<file path="src/rtl/alex_pkg.sv">
// Shared types, token codes and the character classifier of the expression lexer.
`timescale 1ns / 1ps

package alex_pkg;

    // Default width of the digit accumulator.
    localparam int NUMBER_BITS_DEFAULT = 31;

    // Widths of the result fields.
    localparam int KIND_W  = 3;
    localparam int SUB_W   = 2;
    localparam int VALUE_W = 31;
    localparam int POS_W   = 16;

    // Depth of the event queue between the front and back parts.
    localparam int QUEUE_DEPTH = 4;
    localparam int QUEUE_AW    = $clog2(QUEUE_DEPTH);

    // Result kinds.
    localparam logic [KIND_W-1:0] KIND_NUMBER   = 3'd0;
    localparam logic [KIND_W-1:0] KIND_OPERATOR = 3'd1;
    localparam logic [KIND_W-1:0] KIND_BRACE    = 3'd2;
    localparam logic [KIND_W-1:0] KIND_UNKNOWN  = 3'd3;
    localparam logic [KIND_W-1:0] KIND_END      = 3'd4;

    // Subcodes for operators and braces.
    localparam logic [SUB_W-1:0] SUB_ADD   = 2'd0;
    localparam logic [SUB_W-1:0] SUB_SUB   = 2'd1;
    localparam logic [SUB_W-1:0] SUB_MUL   = 2'd2;
    localparam logic [SUB_W-1:0] SUB_DIV   = 2'd3;
    localparam logic [SUB_W-1:0] SUB_LEFT  = 2'd0;
    localparam logic [SUB_W-1:0] SUB_RIGHT = 2'd1;
    localparam logic [SUB_W-1:0] SUB_NONE  = 2'd0;

    // Character codes.
    localparam logic [7:0] CHR_NUL    = 8'd0;
    localparam logic [7:0] CHR_TAB    = 8'd9;
    localparam logic [7:0] CHR_CR     = 8'd13;
    localparam logic [7:0] CHR_SPACE  = 8'd32;
    localparam logic [7:0] CHR_LPAREN = 8'd40;
    localparam logic [7:0] CHR_RPAREN = 8'd41;
    localparam logic [7:0] CHR_STAR   = 8'd42;
    localparam logic [7:0] CHR_PLUS   = 8'd43;
    localparam logic [7:0] CHR_MINUS  = 8'd45;
    localparam logic [7:0] CHR_SLASH  = 8'd47;
    localparam logic [7:0] CHR_ZERO   = 8'd48;
    localparam logic [7:0] CHR_NINE   = 8'd57;

    // Classification of one non-digit character.
    typedef struct packed {
        logic              has_tok;
        logic              is_end;
        logic [KIND_W-1:0] kind;
        logic [SUB_W-1:0]  sub;
    } t_class;

    // One queue entry: everything that one accepted character produces.
    typedef struct packed {
        logic               has_num;
        logic [VALUE_W-1:0] num_value;
        logic               has_tok;
        logic [KIND_W-1:0]  tok_kind;
        logic [SUB_W-1:0]   tok_sub;
        logic [POS_W-1:0]   tok_pos;
    } t_entry;

    // Queue status seen by the front and back parts.
    typedef struct packed {
        logic full;
        logic empty;
    } t_qstat;

    // Front state exposed for checking.
    typedef struct packed {
        logic             pending;
        logic [POS_W-1:0] index;
    } t_front_stat;

    // Decode a non-digit character into its token.
    function automatic t_class classify(input logic [7:0] c);
        t_class r;
        r.has_tok = 1'b1;
        r.is_end  = 1'b0;
        r.kind    = KIND_UNKNOWN;
        r.sub     = SUB_NONE;
        unique case (c) inside
            CHR_NUL: begin
                r.is_end = 1'b1;
                r.kind   = KIND_END;
            end
            [CHR_TAB:CHR_CR], CHR_SPACE: begin
                r.has_tok = 1'b0;
            end
            CHR_PLUS: begin
                r.kind = KIND_OPERATOR;
                r.sub  = SUB_ADD;
            end
            CHR_MINUS: begin
                r.kind = KIND_OPERATOR;
                r.sub  = SUB_SUB;
            end
            CHR_STAR: begin
                r.kind = KIND_OPERATOR;
                r.sub  = SUB_MUL;
            end
            CHR_SLASH: begin
                r.kind = KIND_OPERATOR;
                r.sub  = SUB_DIV;
            end
            CHR_LPAREN: begin
                r.kind = KIND_BRACE;
                r.sub  = SUB_LEFT;
            end
            CHR_RPAREN: begin
                r.kind = KIND_BRACE;
                r.sub  = SUB_RIGHT;
            end
            default: begin
                r.kind = KIND_UNKNOWN;
            end
        endcase
        return r;
    endfunction

endpackage

</file>
<file path="src/rtl/alex_front.sv">
// Front part of the lexer: accepts characters, builds numbers and queues token events.
`timescale 1ns / 1ps

module alex_front
    import alex_pkg::*;
#(
    parameter int NUMBER_BITS = NUMBER_BITS_DEFAULT
) (
    input  logic        i_clk,
    input  logic        i_rst_n,
    input  logic        i_push,
    input  logic [7:0]  i_chr,
    input  t_qstat      i_qstat,
    output logic        o_q_push,
    output t_entry      o_q_entry,
    output t_front_stat o_stat
);

    localparam int PROD_W = NUMBER_BITS + 4;
    localparam int EXT_W  = NUMBER_BITS + VALUE_W;
    localparam logic [NUMBER_BITS-1:0] NUM_MAX = {NUMBER_BITS{1'b1}};

    logic [NUMBER_BITS-1:0] r_acc, n_acc;
    logic                   r_pending, n_pending;
    logic [POS_W-1:0]       r_index, n_index;

    logic                   accept;
    logic                   is_digit;
    logic [3:0]             digit;
    logic [PROD_W-1:0]      prod;
    logic [EXT_W-1:0]       acc_ext;
    t_class                 cls;

    assign accept   = i_push && !i_qstat.full;
    assign is_digit = (i_chr >= CHR_ZERO) && (i_chr <= CHR_NINE);
    assign digit    = 4'(i_chr - CHR_ZERO);
    assign cls      = classify(i_chr);
    assign acc_ext  = {{VALUE_W{1'b0}}, r_acc};

    // Shift-add by ten with the new digit; saturation when the sum passes the maximum.
    assign prod = {r_acc, 3'b000} + {2'b00, r_acc, 1'b0} + {{NUMBER_BITS{1'b0}}, digit};

    // Next state and the queue entry for this character.
    always_comb begin
        n_acc     = r_acc;
        n_pending = r_pending;
        n_index   = r_index;
        o_q_push  = 1'b0;

        o_q_entry.has_num   = r_pending;
        o_q_entry.num_value = acc_ext[VALUE_W-1:0];
        o_q_entry.has_tok   = cls.has_tok;
        o_q_entry.tok_kind  = cls.kind;
        o_q_entry.tok_sub   = cls.sub;
        o_q_entry.tok_pos   = (cls.kind == KIND_UNKNOWN) ? r_index : '0;

        if (accept) begin
            n_index = r_index + 1'b1;
            if (is_digit) begin
                n_pending = 1'b1;
                if (prod > {4'b0000, NUM_MAX}) begin
                    n_acc = NUM_MAX;
                end else begin
                    n_acc = prod[NUMBER_BITS-1:0];
                end
            end else begin
                n_acc     = '0;
                n_pending = 1'b0;
                o_q_push  = r_pending || cls.has_tok;
                if (cls.is_end) begin
                    n_index = '0;
                end
            end
        end
    end

    // State registers.
    always_ff @(posedge i_clk) begin
        if (!i_rst_n) begin
            r_acc     <= '0;
            r_pending <= 1'b0;
            r_index   <= '0;
        end else begin
            r_acc     <= n_acc;
            r_pending <= n_pending;
            r_index   <= n_index;
        end
    end

    assign o_stat.pending = r_pending;
    assign o_stat.index   = r_index;

endmodule

</file>
<file path="src/rtl/alex_queue.sv">
// Short event queue between the front and back parts of the lexer.
`timescale 1ns / 1ps

module alex_queue
    import alex_pkg::*;
(
    input  logic   i_clk,
    input  logic   i_rst_n,
    input  logic   i_push,
    input  t_entry i_entry,
    input  logic   i_pop,
    output t_entry o_entry,
    output t_qstat o_qstat
);

    t_entry                r_slot [QUEUE_DEPTH];
    logic [QUEUE_AW-1:0]   r_wr, n_wr;
    logic [QUEUE_AW-1:0]   r_rd, n_rd;
    logic [QUEUE_AW:0]     r_count, n_count;
    logic                  do_push;
    logic                  do_pop;

    assign o_qstat.full  = (r_count == (QUEUE_AW+1)'(QUEUE_DEPTH));
    assign o_qstat.empty = (r_count == '0);
    assign do_push = i_push && !o_qstat.full;
    assign do_pop  = i_pop && !o_qstat.empty;
    assign o_entry = r_slot[r_rd];

    // Pointer and fill count update.
    always_comb begin
        n_wr    = do_push ? QUEUE_AW'(r_wr + 1'b1) : r_wr;
        n_rd    = do_pop ? QUEUE_AW'(r_rd + 1'b1) : r_rd;
        n_count = r_count;
        if (do_push && !do_pop) begin
            n_count = r_count + 1'b1;
        end else if (do_pop && !do_push) begin
            n_count = r_count - 1'b1;
        end
    end

    always_ff @(posedge i_clk) begin
        if (!i_rst_n) begin
            r_wr    <= '0;
            r_rd    <= '0;
            r_count <= '0;
        end else begin
            r_wr    <= n_wr;
            r_rd    <= n_rd;
            r_count <= n_count;
        end
    end

    // Entry storage.
    always_ff @(posedge i_clk) begin
        if (do_push) begin
            r_slot[r_wr] <= i_entry;
        end
    end

endmodule

</file>
<file path="src/rtl/alex_back.sv">
// Back part of the lexer: splits queued events into single results in an output register.
`timescale 1ns / 1ps

module alex_back
    import alex_pkg::*;
(
    input  logic               i_clk,
    input  logic               i_rst_n,
    input  t_entry             i_entry,
    input  t_qstat             i_qstat,
    output logic               o_q_pop,
    input  logic               i_pop,
    output logic               o_valid,
    output logic [KIND_W-1:0]  o_kind,
    output logic [SUB_W-1:0]   o_subcode,
    output logic [VALUE_W-1:0] o_value,
    output logic [POS_W-1:0]   o_position,
    output logic               o_last
);

    logic               r_valid, n_valid;
    logic               r_second, n_second;
    logic [KIND_W-1:0]  r_kind, n_kind;
    logic [SUB_W-1:0]   r_sub, n_sub;
    logic [VALUE_W-1:0] r_value, n_value;
    logic [POS_W-1:0]   r_pos, n_pos;
    logic               r_last, n_last;
    logic [KIND_W-1:0]  r_tkind, n_tkind;
    logic [SUB_W-1:0]   r_tsub, n_tsub;
    logic [POS_W-1:0]   r_tpos, n_tpos;
    logic               advance;

    assign advance = !r_valid || i_pop;

    // Choose the next result: the held token of a split event, else the queue head.
    always_comb begin
        n_valid  = r_valid;
        n_second = r_second;
        n_kind   = r_kind;
        n_sub    = r_sub;
        n_value  = r_value;
        n_pos    = r_pos;
        n_last   = r_last;
        n_tkind  = r_tkind;
        n_tsub   = r_tsub;
        n_tpos   = r_tpos;
        o_q_pop  = 1'b0;

        if (advance) begin
            if (r_second) begin
                n_valid  = 1'b1;
                n_second = 1'b0;
                n_kind   = r_tkind;
                n_sub    = r_tsub;
                n_value  = '0;
                n_pos    = r_tpos;
                n_last   = 1'b1;
            end else if (!i_qstat.empty) begin
                o_q_pop = 1'b1;
                n_valid = 1'b1;
                if (i_entry.has_num) begin
                    n_kind   = KIND_NUMBER;
                    n_sub    = SUB_NONE;
                    n_value  = i_entry.num_value;
                    n_pos    = '0;
                    n_last   = !i_entry.has_tok;
                    n_second = i_entry.has_tok;
                    n_tkind  = i_entry.tok_kind;
                    n_tsub   = i_entry.tok_sub;
                    n_tpos   = i_entry.tok_pos;
                end else begin
                    n_kind  = i_entry.tok_kind;
                    n_sub   = i_entry.tok_sub;
                    n_value = '0;
                    n_pos   = i_entry.tok_pos;
                    n_last  = 1'b1;
                end
            end else begin
                n_valid = 1'b0;
            end
        end
    end

    // Control registers.
    always_ff @(posedge i_clk) begin
        if (!i_rst_n) begin
            r_valid  <= 1'b0;
            r_second <= 1'b0;
        end else begin
            r_valid  <= n_valid;
            r_second <= n_second;
        end
    end

    // Result and held-token payload.
    always_ff @(posedge i_clk) begin
        r_kind  <= n_kind;
        r_sub   <= n_sub;
        r_value <= n_value;
        r_pos   <= n_pos;
        r_last  <= n_last;
        r_tkind <= n_tkind;
        r_tsub  <= n_tsub;
        r_tpos  <= n_tpos;
    end

    assign o_valid    = r_valid;
    assign o_kind     = r_kind;
    assign o_subcode  = r_sub;
    assign o_value    = r_value;
    assign o_position = r_pos;
    assign o_last     = r_last;

endmodule

</file>
<file path="src/rtl/arith_expression_lexer.sv">
// Top level of the arithmetic expression lexer.
//
//   Channel   Direction  Handshake          Payload
//   chars     in         push / full        i_chr
//   tokens    out        empty / pop        o_kind o_subcode o_value o_position o_last
//
// One character is accepted per cycle while full is low; the digit shift-add and the token decode
// finish in the front part in that cycle. A character that completes a number and a
// token yields two results, which leave the output register one per cycle while pop
// is high. Each result is registered in the event queue and then in the output
// register. Reset is synchronous and empties the queue and the output register.
// full rises when the four-entry event queue fills because results are popped
// more slowly than they are made.
`timescale 1ns / 1ps

module arith_expression_lexer
    import alex_pkg::*;
#(
    parameter int NUMBER_BITS = NUMBER_BITS_DEFAULT
) (
    input  logic               i_clk,
    input  logic               i_rst_n,
    input  logic               push,
    output logic               full,
    input  logic [7:0]         i_chr,
    output logic               empty,
    input  logic               pop,
    output logic [KIND_W-1:0]  o_kind,
    output logic [SUB_W-1:0]   o_subcode,
    output logic [VALUE_W-1:0] o_value,
    output logic [POS_W-1:0]   o_position,
    output logic               o_last
);

    t_qstat      qstat;
    t_entry      front_entry;
    t_entry      head_entry;
    t_front_stat front_stat;
    logic        q_push;
    logic        q_pop;
    logic        out_valid;

    alex_front #(
        .NUMBER_BITS(NUMBER_BITS)
    ) u_front (
        .i_clk    (i_clk),
        .i_rst_n  (i_rst_n),
        .i_push   (push),
        .i_chr    (i_chr),
        .i_qstat  (qstat),
        .o_q_push (q_push),
        .o_q_entry(front_entry),
        .o_stat   (front_stat)
    );

    alex_queue u_queue (
        .i_clk  (i_clk),
        .i_rst_n(i_rst_n),
        .i_push (q_push),
        .i_entry(front_entry),
        .i_pop  (q_pop),
        .o_entry(head_entry),
        .o_qstat(qstat)
    );

    alex_back u_back (
        .i_clk     (i_clk),
        .i_rst_n   (i_rst_n),
        .i_entry   (head_entry),
        .i_qstat   (qstat),
        .o_q_pop   (q_pop),
        .i_pop     (pop),
        .o_valid   (out_valid),
        .o_kind    (o_kind),
        .o_subcode (o_subcode),
        .o_value   (o_value),
        .o_position(o_position),
        .o_last    (o_last)
    );

    assign full  = qstat.full;
    assign empty = !out_valid;

    // An accepted end-of-expression character returns the front to its reset state.
    a_end_clears: assert property (@(posedge i_clk) disable iff (!i_rst_n)
        (push && !full && i_chr == CHR_NUL) |=>
            (front_stat.index == '0 && !front_stat.pending))
        else $error("front state not cleared after end of expression");

    // An end result is always the final result of its character.
    a_end_last: assert property (@(posedge i_clk) disable iff (!i_rst_n)
        (!empty && o_kind == KIND_END) |-> o_last)
        else $error("end result without last flag");

    // Only number results carry a value.
    a_value_zero: assert property (@(posedge i_clk) disable iff (!i_rst_n)
        (!empty && o_kind != KIND_NUMBER) |-> (o_value == '0))
        else $error("nonzero value on a non-number result");

    // Only unknown-symbol results carry a position.
    a_pos_zero: assert property (@(posedge i_clk) disable iff (!i_rst_n)
        (!empty && o_kind != KIND_UNKNOWN) |-> (o_position == '0))
        else $error("nonzero position on a result that is not an error");

endmodule
</file>
<file path="config.mk">
export PLATFORM = sky130hd
export DESIGN_NAME = arith_expression_lexer
export DESIGN_NICKNAME = d
export VERILOG_FILES = /design/src/rtl/alex_pkg.sv /design/src/rtl/alex_front.sv /design/src/rtl/alex_queue.sv /design/src/rtl/alex_back.sv /design/src/rtl/arith_expression_lexer.sv
export SDC_FILE = /design/constraint.sdc
export NUM_CORES = 1
export LEC_CHECK = 0
export ABC_AREA = 1
export BUFFER_PORTS_ARGS = -buffer_cell sky130_fd_sc_hd__buf_2
export CAP_MARGIN = 15
export CELL_PAD_IN_SITES_DETAIL_PLACEMENT = 1
export CELL_PAD_IN_SITES_GLOBAL_PLACEMENT = 2
export CORE_AREA = 2 2 207 189
export DETAILED_ROUTE_END_ITERATION = 8
export DIE_AREA = 0 0 209 191
export PLACE_DENSITY_LB_ADDON = 0.05
export SLEW_MARGIN = 20
export SYNTH_ARGS = -nofsm -noshare
export SYNTH_HDL_FRONTEND = slang
export SYNTH_HIERARCHICAL = 1
export SYNTH_SLANG_ARGS = --single-unit
</file>
<file path="constraint.sdc">
create_clock -name i_clk -period 15.29 [get_ports i_clk]
set_input_delay 4.587 -clock i_clk [delete_from_list [all_inputs] [get_ports i_clk]]
set_output_delay 4.587 -clock i_clk [all_outputs]
set_load 0.02 [all_outputs]
</file>
==> results of run 1 <==
## metrics by stage
stage	utilization [%]	hold slack, ps	power [mW]	worst slack, ps	instances
global placement	45.3	464	2.21	7540	2169
CTS	48.5	501	3.15	7900	2238
finish	48.5	498	3.10	7880	2239
global route	48.5	538	3.27	7590	2238
floorplan	-	448	1.96	7090	1661
detailed placement	45.3	490	2.24	7390	2169
## cells in the final DEF (no fill, tap or decap), types with 8 or more instances in the layout
cell type and n:
nand2_1 323, edfxtp_1 290, nor2_1 240, inv_1 195, o21ai_0 110, a21oi_1 74
ha_1 67, buf_2 66, dfxtp_1 57, nand3_1 54, o22ai_1 54, clkbuf_16 42
o21ai_2 20, xnor2_1 15, o21ai_1 15, nor3_1 13, buf_4 12, clkinv_1 9
inv_2 9, clkbuf_1 8
## state kept, by name, indices dropped and copies added (netlist names), named ones only
signal             count
u_queue/r_wr           2
u_front/r_pending      1
u_back/r_tpos         16
u_front/r_acc         31
u_back/o_position     16
u_back/r_second        1
u_back/o_last          1
u_back/o_subcode       2
u_queue/r_rd           2
u_front/r_index       16
u_back/r_tkind         3
u_back/o_kind          3
u_back/o_valid         1
u_back/r_tsub          2
u_queue/r_count        3
u_back/o_value        31
u_queue/r_slot       216
## tightest hold or removal path: stages, from the launching register on
cell     delay [ps]
dfxtp_1         320
nand2_1          80
a21oi_1          60
## path summary, 6_finish.rpt
path                                end  cells past startpoint  slack, ps
setup reg to reg  u_queue/r_slot[0][33]                      9      11520
setup / recovery  u_queue/r_slot[0][33]                      9       7880
hold / removal                flip-flop                      2        500
hold reg to reg               flip-flop                      2        500
## power groups by stage
stage | combinational [mW] | sequential, mW | clock, mW
after floorplan | 0.511 | 1.45 | 0
after global placement | 0.830 | 1.38 | 0
after detailed placement | 0.854 | 1.39 | 0
after CTS | 0.857 | 1.37 | 0.921
after global routing | 0.931 | 1.39 | 0.951
final | 0.839 | 1.36 | 0.898
## layout make-up
type	instances	area (µm²)
Antenna cell	1	2.50
Clock buffer	53	1120
Clock inverter	16	111
Fill cell	4233	19500
Inverter	208	786
Multi-Input combinational cell	1044	5430
Sequential cell	349	9890
Tap cell	490	613
Timing Repair Buffer	78	420
## layer usage
metal	part of all wire (%)	wire [µm]	vias up
li1	-	-	5707
met1	48	20900	5686
met4	1.6	709	0
met2	48	20800	142
met5	0	0	-
met3	2.9	1250	47
==> results.json, run 1 <==
{
  "wl_per_cell_um": 19.5,
  "grt-busiest-layer": "met2",
  "cp_top_family": "simple AND/OR/NAND/NOR gates",
  "use_met3_pct": 2.71,
  "numPortBuffers": 66,
  "core_area_um2": 37900,
  "clkPwrFrac_pct": 29.0,
  "skew_ps": 18.1,
  "slew_headroom_pct": 30.1,
  "max_freq_ghz": 0.135,
  "antenna_found_initial": 1,
  "viasPerCell": 5.17,
  "crit_buf_inv": 3,
  "yosys_warnings": 6,
  "path_cells": "buf_2 > inv_1 > a21oi_1 > a32oi_1 > o21ai_0 > nor2_1 > nand2_1 > nor2_4 > buf_4",
  "drt_iter0_drc": 485,
  "hold_viol": 0,
  "syn_to_final_growth_pct": 11.8,
  "placed_cell_area_um2": 17100,
  "die-area_um2": 39900,
  "dr_total_vias": 11582,
  "grt_max_degree": 109,
  "setup_tns_ps": 0,
  "grt-ovfl-total": 0,
  "std_cell_rows": 68,
  "min_period_ps": 7410,
  "postSynthCellCount": 1661,
  "fp.dieW_um": 209,
  "grt_util_met1_pct": 30.5,
  "syn_area_per_cell_um2": 9.89,
  "post_cts_resized": 0,
  "holdBufCountCts": 0,
  "cts.sink_count": 349,
  "layout-drive-gt1-share_pct": 10.6,
  "root_buffer": "clkbuf_16",
  "drc": 0,
  "required_ps": 15450,
  "min_path_type": "reg2reg",
  "p_int_mw": 2.04,
  "ir_drop_mv": 0.117,
  "timing.critical_path.fanout_max": 38,
  "grt_pass1_vias": 12109,
  "hp-start": "u_queue/r_rd[0]",
  "slew_violations": 0,
  "worst_path_largest_cell_delay_ps": 630,
  "crit_slowest_cell": "buf_4",
  "tightest_slew_ps": 1050,
  "dpl.hpwl_um": 28600,
  "switchingPower_mw": 1.06,
  "start_util_pct": 43.4,
  "p_per_area_nw_per_um2": 169,
  "ioPinCount": 67,
  "clkLatencyLatePin_ps": 530,
  "nNetsFinal": 1801,
  "htree_levels": 2,
  "synthesis.nets": 1743,
  "cts_setup_buffers": 0,
  "sw_frac_of_total_pct": 34.1,
  "outcome": "finished, final reports clean",
  "seqPwrFrac_pct": 44.0,
  "cts_tree": "built",
  "rr_startpoint": "u_queue/r_count[0]",
  "cp-end-kind": "flip-flop",
  "fin_crit_sh_pct": 48.4,
  "ant_nets": 0,
  "critical_path_arrival_ps": 7570,
  "critPathKind": "in2reg",
  "startpoint": "i_chr[0]",
  "crit_path_start_kind": "input port",
  "power_frac_comb_pct": 27.1,
  "grt.met2_usage_pct": 38.5,
  "track_usage_pct": 22.4,
  "maxCapViolations": 0,
  "clk_pin_slew_ps": 60,
  "finalSetupViolCount": 0,
  "power_leakage_nw": 7.59,
  "clockBufferDepth": 3,
  "drt-total-wl_um": 43700,
  "grt_setup_unrepaired": "false",
  "synth_area_um2": 16400,
  "grt_pass1_wl_um": 69000,
  "fp.dieH_um": 191,
  "cts_buffers": 38,
  "place.gp.congestion": 0.834,
  "dr.pass1.iters": 5,
  "design_area_um2": 18400
}
Note: power is estimated with default switching activity, not from simulation.
==> run 2, diff against run 1 <==
CORE_AREA = 2 2 217 198   (was 2 2 207 189)
DIE_AREA = 0 0 219 200   (was 0 0 209 191)
clock period = 7.4 ns   (was 15.29 ns; I/O delays follow)
==> results.json, run 2 (synthesis gave the netlist of run 1 again) <==
{
  "outcome": "finished, final reports clean",
  "root_buffer": "clkbuf_16",
  "clockBufferDepth": 3,
  "syn_to_final_growth_pct": 12.9,
  "tightest_slew_ps": 956,
  "hold_viol": 0,
  "nNetsFinal": 1805,
  "path_depth": 19,
  "regArea_um2": 9890,
  "skew_ps": 13.4,
  "min_path_type": "reg2reg",
  "dr_total_vias": 11653,
  "ant_nets": 0,
  "cts_buffers": 39,
  "fin_crit_sh_pct": 67.3,
  "core_area_um2": 41400,
  "viasPerCell": 5.07,
  "crit_buf_inv": 3,
  "grt_max_degree": 109,
  "final_cell_mix": "323 x nand2_1, 290 x edfxtp_1, 240 x nor2_1, 195 x inv_1, 110 x o21ai_0",
  "cp-end-kind": "flip-flop",
  "std_cell_rows": 71,
  "nFillCells": 4660,
  "setup_tns_ps": 0,
  "antenna_found_initial": 0,
  "htree_levels": 2,
  "whs_ps": 486,
  "layout_commonest_cell": "nand2_1",
  "clk_pin_slew_ps": 60,
  "crit_top_cell": "nand2_1",
  "crit_slowest_cell": "nor2_4",
  "dpl.hpwl_um": 30800,
  "holdBufCountCts": 0,
  "drc": 0,
  "grt_pass1_vias": 12116,
  "path_cells": "buf_2 > inv_1 > fa_1 > inv_1 > ha_1 > nand3_1 > nand3_1 > nand2_1 > nand2_1 > nand2_1 > nand2_2 > nand2_1 > nand2_1 > nand2_1 > nand2_1 > nor2_4 > nand3_1 > nand2_1 > a21oi_1",
  "slew_violations": 0,
  "worst_path_largest_cell_delay_ps": 650,
  "wl_per_cell_um": 19.7,
  "largest_reg_flops": 216,
  "numPortBuffers": 66,
  "ioPinCount": 67,
  "grt_pass1_wl_um": 70400,
  "clkLatencyLatePin_ps": 550,
  "finalSetupViolCount": 0,
  "maxCapViolations": 0,
  "track_usage_pct": 21.1,
  "min_period_ps": 4980,
  "cts_tree": "built",
  "die-area_um2": 43800,
  "fp.dieW_um": 219,
  "fp.dieH_um": 200,
  "multi_input_area_um2": 5430,
  "required_ps": 7810,
  "min_delay_path_depth": 2,
  "grt_setup_unrepaired": "false",
  "cp_top_family": "simple AND/OR/NAND/NOR gates",
  "drt_iter0_drc": 611,
  "drt-total-wl_um": 45300,
  "grt-ovfl-total": 0,
  "critPathKind": "in2reg",
  "post_cts_resized": 0,
  "crit_path_start_kind": "input port",
  "place.gp.congestion": 0.788,
  "max_freq_ghz": 0.201,
  "cts_setup_buffers": 0,
  "ir_drop_mv": 0.368,
  "antenna_cells": 0,
  "slew_headroom_pct": 36.2,
  "critical_path_arrival_ps": 5390,
  "regMostFlops": "u_queue/r_slot",
  "r2r_cells": 18,
  "layout-drive-gt1-share_pct": 10.9,
  "timing.critical_path.fanout_max": 31,
  "power_leakage_nw": 7.62,
  "dr.pass1.iters": 4,
  "p_per_area_nw_per_um2": 355,
  "start_util_pct": 39.7,
  "cts.sink_count": 349
}
-- run 2: cell types whose count changed in the layout (fill, tap and decap cells not counted), moves of 2 or more --
cell / previous run / this run
clkinv_4: 0 / 2
clkbuf_16: 42 / 40
clkbuf_1: 8 / 5
buf_4: 12 / 14
clkbuf_8: 3 / 1
clkinv_1: 9 / 12
bufinv_16: 1 / 5
-- run 2: worst paths after layout --
path / from / end / slack, ps
setup / recovery: i_chr[3] / u_front/r_acc[10] / 2420
hold / removal: u_front/r_index[13] / u_front/r_index[13] / 490
setup reg to reg: u_front/r_acc[0] / u_front/r_acc[10] / 3780
hold reg to reg: u_front/r_index[13] / u_front/r_index[13] / 490
-- run 2: area by class of cell --
| cell class | count | share of cell area (%) |
|---|---|---|
| Sequential cell | 349 | 53.3 |
| Multi-Input combinational cell | 1044 | 29.3 |
| Clock buffer | 46 | 5.57 |
| Inverter | 208 | 4.23 |
| Tap cell | 547 | 3.69 |
| Timing Repair Buffer | 81 | 2.45 |
| Clock inverter | 25 | 1.45 |
-- run 2: metrics by stage --
stage / power, mW / setup slack, ps / area [µm²] / utilization (%) / std cells
6_report: 6.58 / 2420 / 18600 / 44.8 / 2300
5_1_grt: 6.95 / 2130 / 18600 / 44.8 / 2300
4_1_cts: 6.69 / 2400 / 18600 / 44.8 / 2300
3_5_place_dp: 4.69 / 1800 / 17300 / 41.7 / 2229
3_3_place_gp: 4.64 / 1880 / 17200 / 41.6 / 2228
2_1_floorplan: 4.06 / 1570 / 16400 / - / 1661
-- run 2: where the power goes --
| part | total [mW] | internal, mW | switching [mW] |
|---|---|---|---|
| combinational | 1.78 | 0.463 | 1.32 |
| sequential | 2.83 | 2.67 | 0.166 |
| clock | 1.97 | 1.18 | 0.789 |
| total | 6.58 | 4.31 | 2.27 |
-- run 2: tightest hold or removal path: cells and delay by family (launching register included) --
family	cells	cell delay [ps]
AOI/OAI and AO/OA	1	50
DFF	1	320
and+or+nand+nor	1	60
-- run 2: metal layers --
layer  up-vias  global-route usage (%)  wire length, µm
met1      5744                    28.9            21900
met4         0                    5.38              816
met2       138                    35.9            21600
li1       5717                       -                -
met5         -                       0                0
met3        54                    2.39              995
==> run 3, diff against run 2 <==
CORE_AREA = 2 2 226 205   (was 2 2 217 198)
DIE_AREA = 0 0 228 207   (was 0 0 219 200)
clock period = 4.1 ns   (was 7.4 ns; I/O delays follow)
==> results.json, run 3 (synthesis gave the netlist of run 1 again) <==
{
  "cts_tree": "built",
  "clk_pin_slew_ps": 60,
  "drc": 0,
  "post-place-ws_ps": 108,
  "r2r_cells": 19,
  "viasPerCell": 4.85,
  "final_cell_mix": "323 x nand2_1, 290 x edfxtp_1, 240 x nor2_1, 196 x inv_1, 110 x o21ai_0",
  "layout_commonest_cell": "nand2_1",
  "regMostFlops": "u_queue/r_slot",
  "timing.critical_path.fanout_max": 31,
  "wl_per_cell_um": 18.3,
  "design_area_um2": 18800,
  "whs_ps": 485,
  "post_cts_resized": 0,
  "holdBufCountCts": 0,
  "drt-total-wl_um": 43700,
  "std_cell_rows": 74,
  "regToRegSetupSlack_ps": 1010,
  "antenna_found_initial": 0,
  "slew_headroom_pct": 29.0,
  "clkLatencyLatePin_ps": 560,
  "largest_reg_flops": 216,
  "dpl.hpwl_um": 29300,
  "slew_violations": 0,
  "finalSetupViolCount": 0,
  "syn_to_final_growth_pct": 14.4,
  "clockBufferDepth": 3,
  "p_per_area_nw_per_um2": 619,
  "outcome": "finished, final reports clean",
  "placed_cell_area_um2": 17600,
  "dp.cells": 2310,
  "skew_ps": 16.6,
  "power_leakage_nw": 7.74,
  "drt_iter0_drc": 520,
  "fp.dieH_um": 207,
  "die-area_um2": 47200,
  "cts_setup_buffers": 0,
  "hold_viol": 0,
  "rr_startpoint": "u_front/r_acc[2]",
  "cts_buffers": 40,
  "track_usage_pct": 18.8,
  "nNetsFinal": 1826,
  "numPortBuffers": 66,
  "multi_input_area_um2": 5430,
  "nFillCells": 5100,
  "cts.sink_count": 349,
  "grt-ovfl-total": 0,
  "crit_path_start_kind": "input port",
  "start_util_pct": 36.5,
  "grt_max_degree": 99,
  "regArea_um2": 9890,
  "ioPinCount": 67,
  "root_buffer": "clkbuf_16",
  "grt_pass1_vias": 11882,
  "layout-drive-gt1-share_pct": 11.7,
  "ant_nets": 0,
  "ir_drop_mv": 0.494,
  "dr_total_vias": 11550,
  "place.gp.congestion": 0.777,
  "grt_pass1_wl_um": 69500,
  "dr.pass1.iters": 4,
  "min_period_ps": 3400,
  "max_freq_ghz": 0.294,
  "startpoint": "i_chr[3]",
  "required_ps": 4510,
  "cp-end-kind": "flip-flop",
  "critical_path_arrival_ps": 3810,
  "layout_setup_ws_ps": 696,
  "grt_setup_unrepaired": "false",
  "critPathKind": "in2reg",
  "crit_end": "u_front/r_acc[5]",
  "r2r-end": "u_front/r_acc[5]",
  "fin_crit_sh_pct": 83.0,
  "min_path_type": "reg2reg",
  "power_mw": 11.6,
  "maxCapViolations": 0,
  "stdcell_count": 2383,
  "fp.dieW_um": 228,
  "tightest_slew_ps": 1060,
  "core_area_um2": 45000,
  "htree_levels": 2
}
==> run 3: changes by cell type in the layout (fill, tap and decap cells not counted), moves of 4 or more <==
| cell | before | now |
|---|---|---|
| clkinv_1 | 12 | 8 |
| buf_12 | 1 | 9 |
| bufinv_16 | 5 | 1 |
| buf_4 | 14 | 26 |
| clkbuf_1 | 5 | 12 |
==> run 3: area by class of cell <==
cell class	count	share of cell area, %
Antenna cell	1	0.0133
Clock buffer	55	5.85
Clock inverter	17	0.632
Inverter	208	4.18
Multi-Input combinational cell	1044	28.9
Sequential cell	349	52.6
Tap cell	608	4.05
Timing Repair Buffer	101	3.75
==> run 3: worst min path at each step <==
stage	endpoint	startpoint	slack [ps]	cells after the start
CTS	u_front/r_index[13]	u_front/r_index[13]	490	2
finish	u_front/r_index[13]	u_front/r_index[13]	490	2
global route	u_front/r_index[13]	u_front/r_index[13]	530	2
detailed placement	u_front/r_index[13]	u_front/r_index[13]	480	2
floorplan	u_front/r_index[13]	u_front/r_index[13]	450	2
global placement	u_front/r_index[13]	u_front/r_index[13]	480	2
==> run 3: power breakdown <==
part	switching, mW	internal (mW)
registers	0.197	4.80
clock network	1.43	1.94
logic	2.35	0.905
==> run 3: critical path, cell delays in order <==
cell	delay (ps)
buf_2	100
inv_1	70
fa_1	590
inv_1	60
ha_1	280
nand3_1	60
nand3_1	140
nand2_1	100
nand2_1	100
nand2_1	80
nand2_1	110
nand2_1	120
nand2_1	60
nand2_1	60
nand2_1	70
nor2_4	110
buf_12	190
nand3_1	100
nand2_1	70
a21oi_1	70
==> run 3: layer usage <==
| metal | wire (µm) | global-route usage, % | up-vias |
|---|---|---|---|
| met1 | 21300 | 26.3 | 5581 |
| met3 | 1550 | 2.51 | 54 |
| met5 | 0 | 0 | - |
| met2 | 20100 | 30.7 | 161 |
| met4 | 762 | 4.85 | 0 |
| li1 | - | - | 5754 |
==> run 3: per-stage QoR <==
step	util, %	setup TNS [ps]
after global routing	41.8	0
after CTS	41.8	0
final	41.8	0
after global placement	39.1	0
after detailed placement	39.1	0
after floorplan	-	-160210
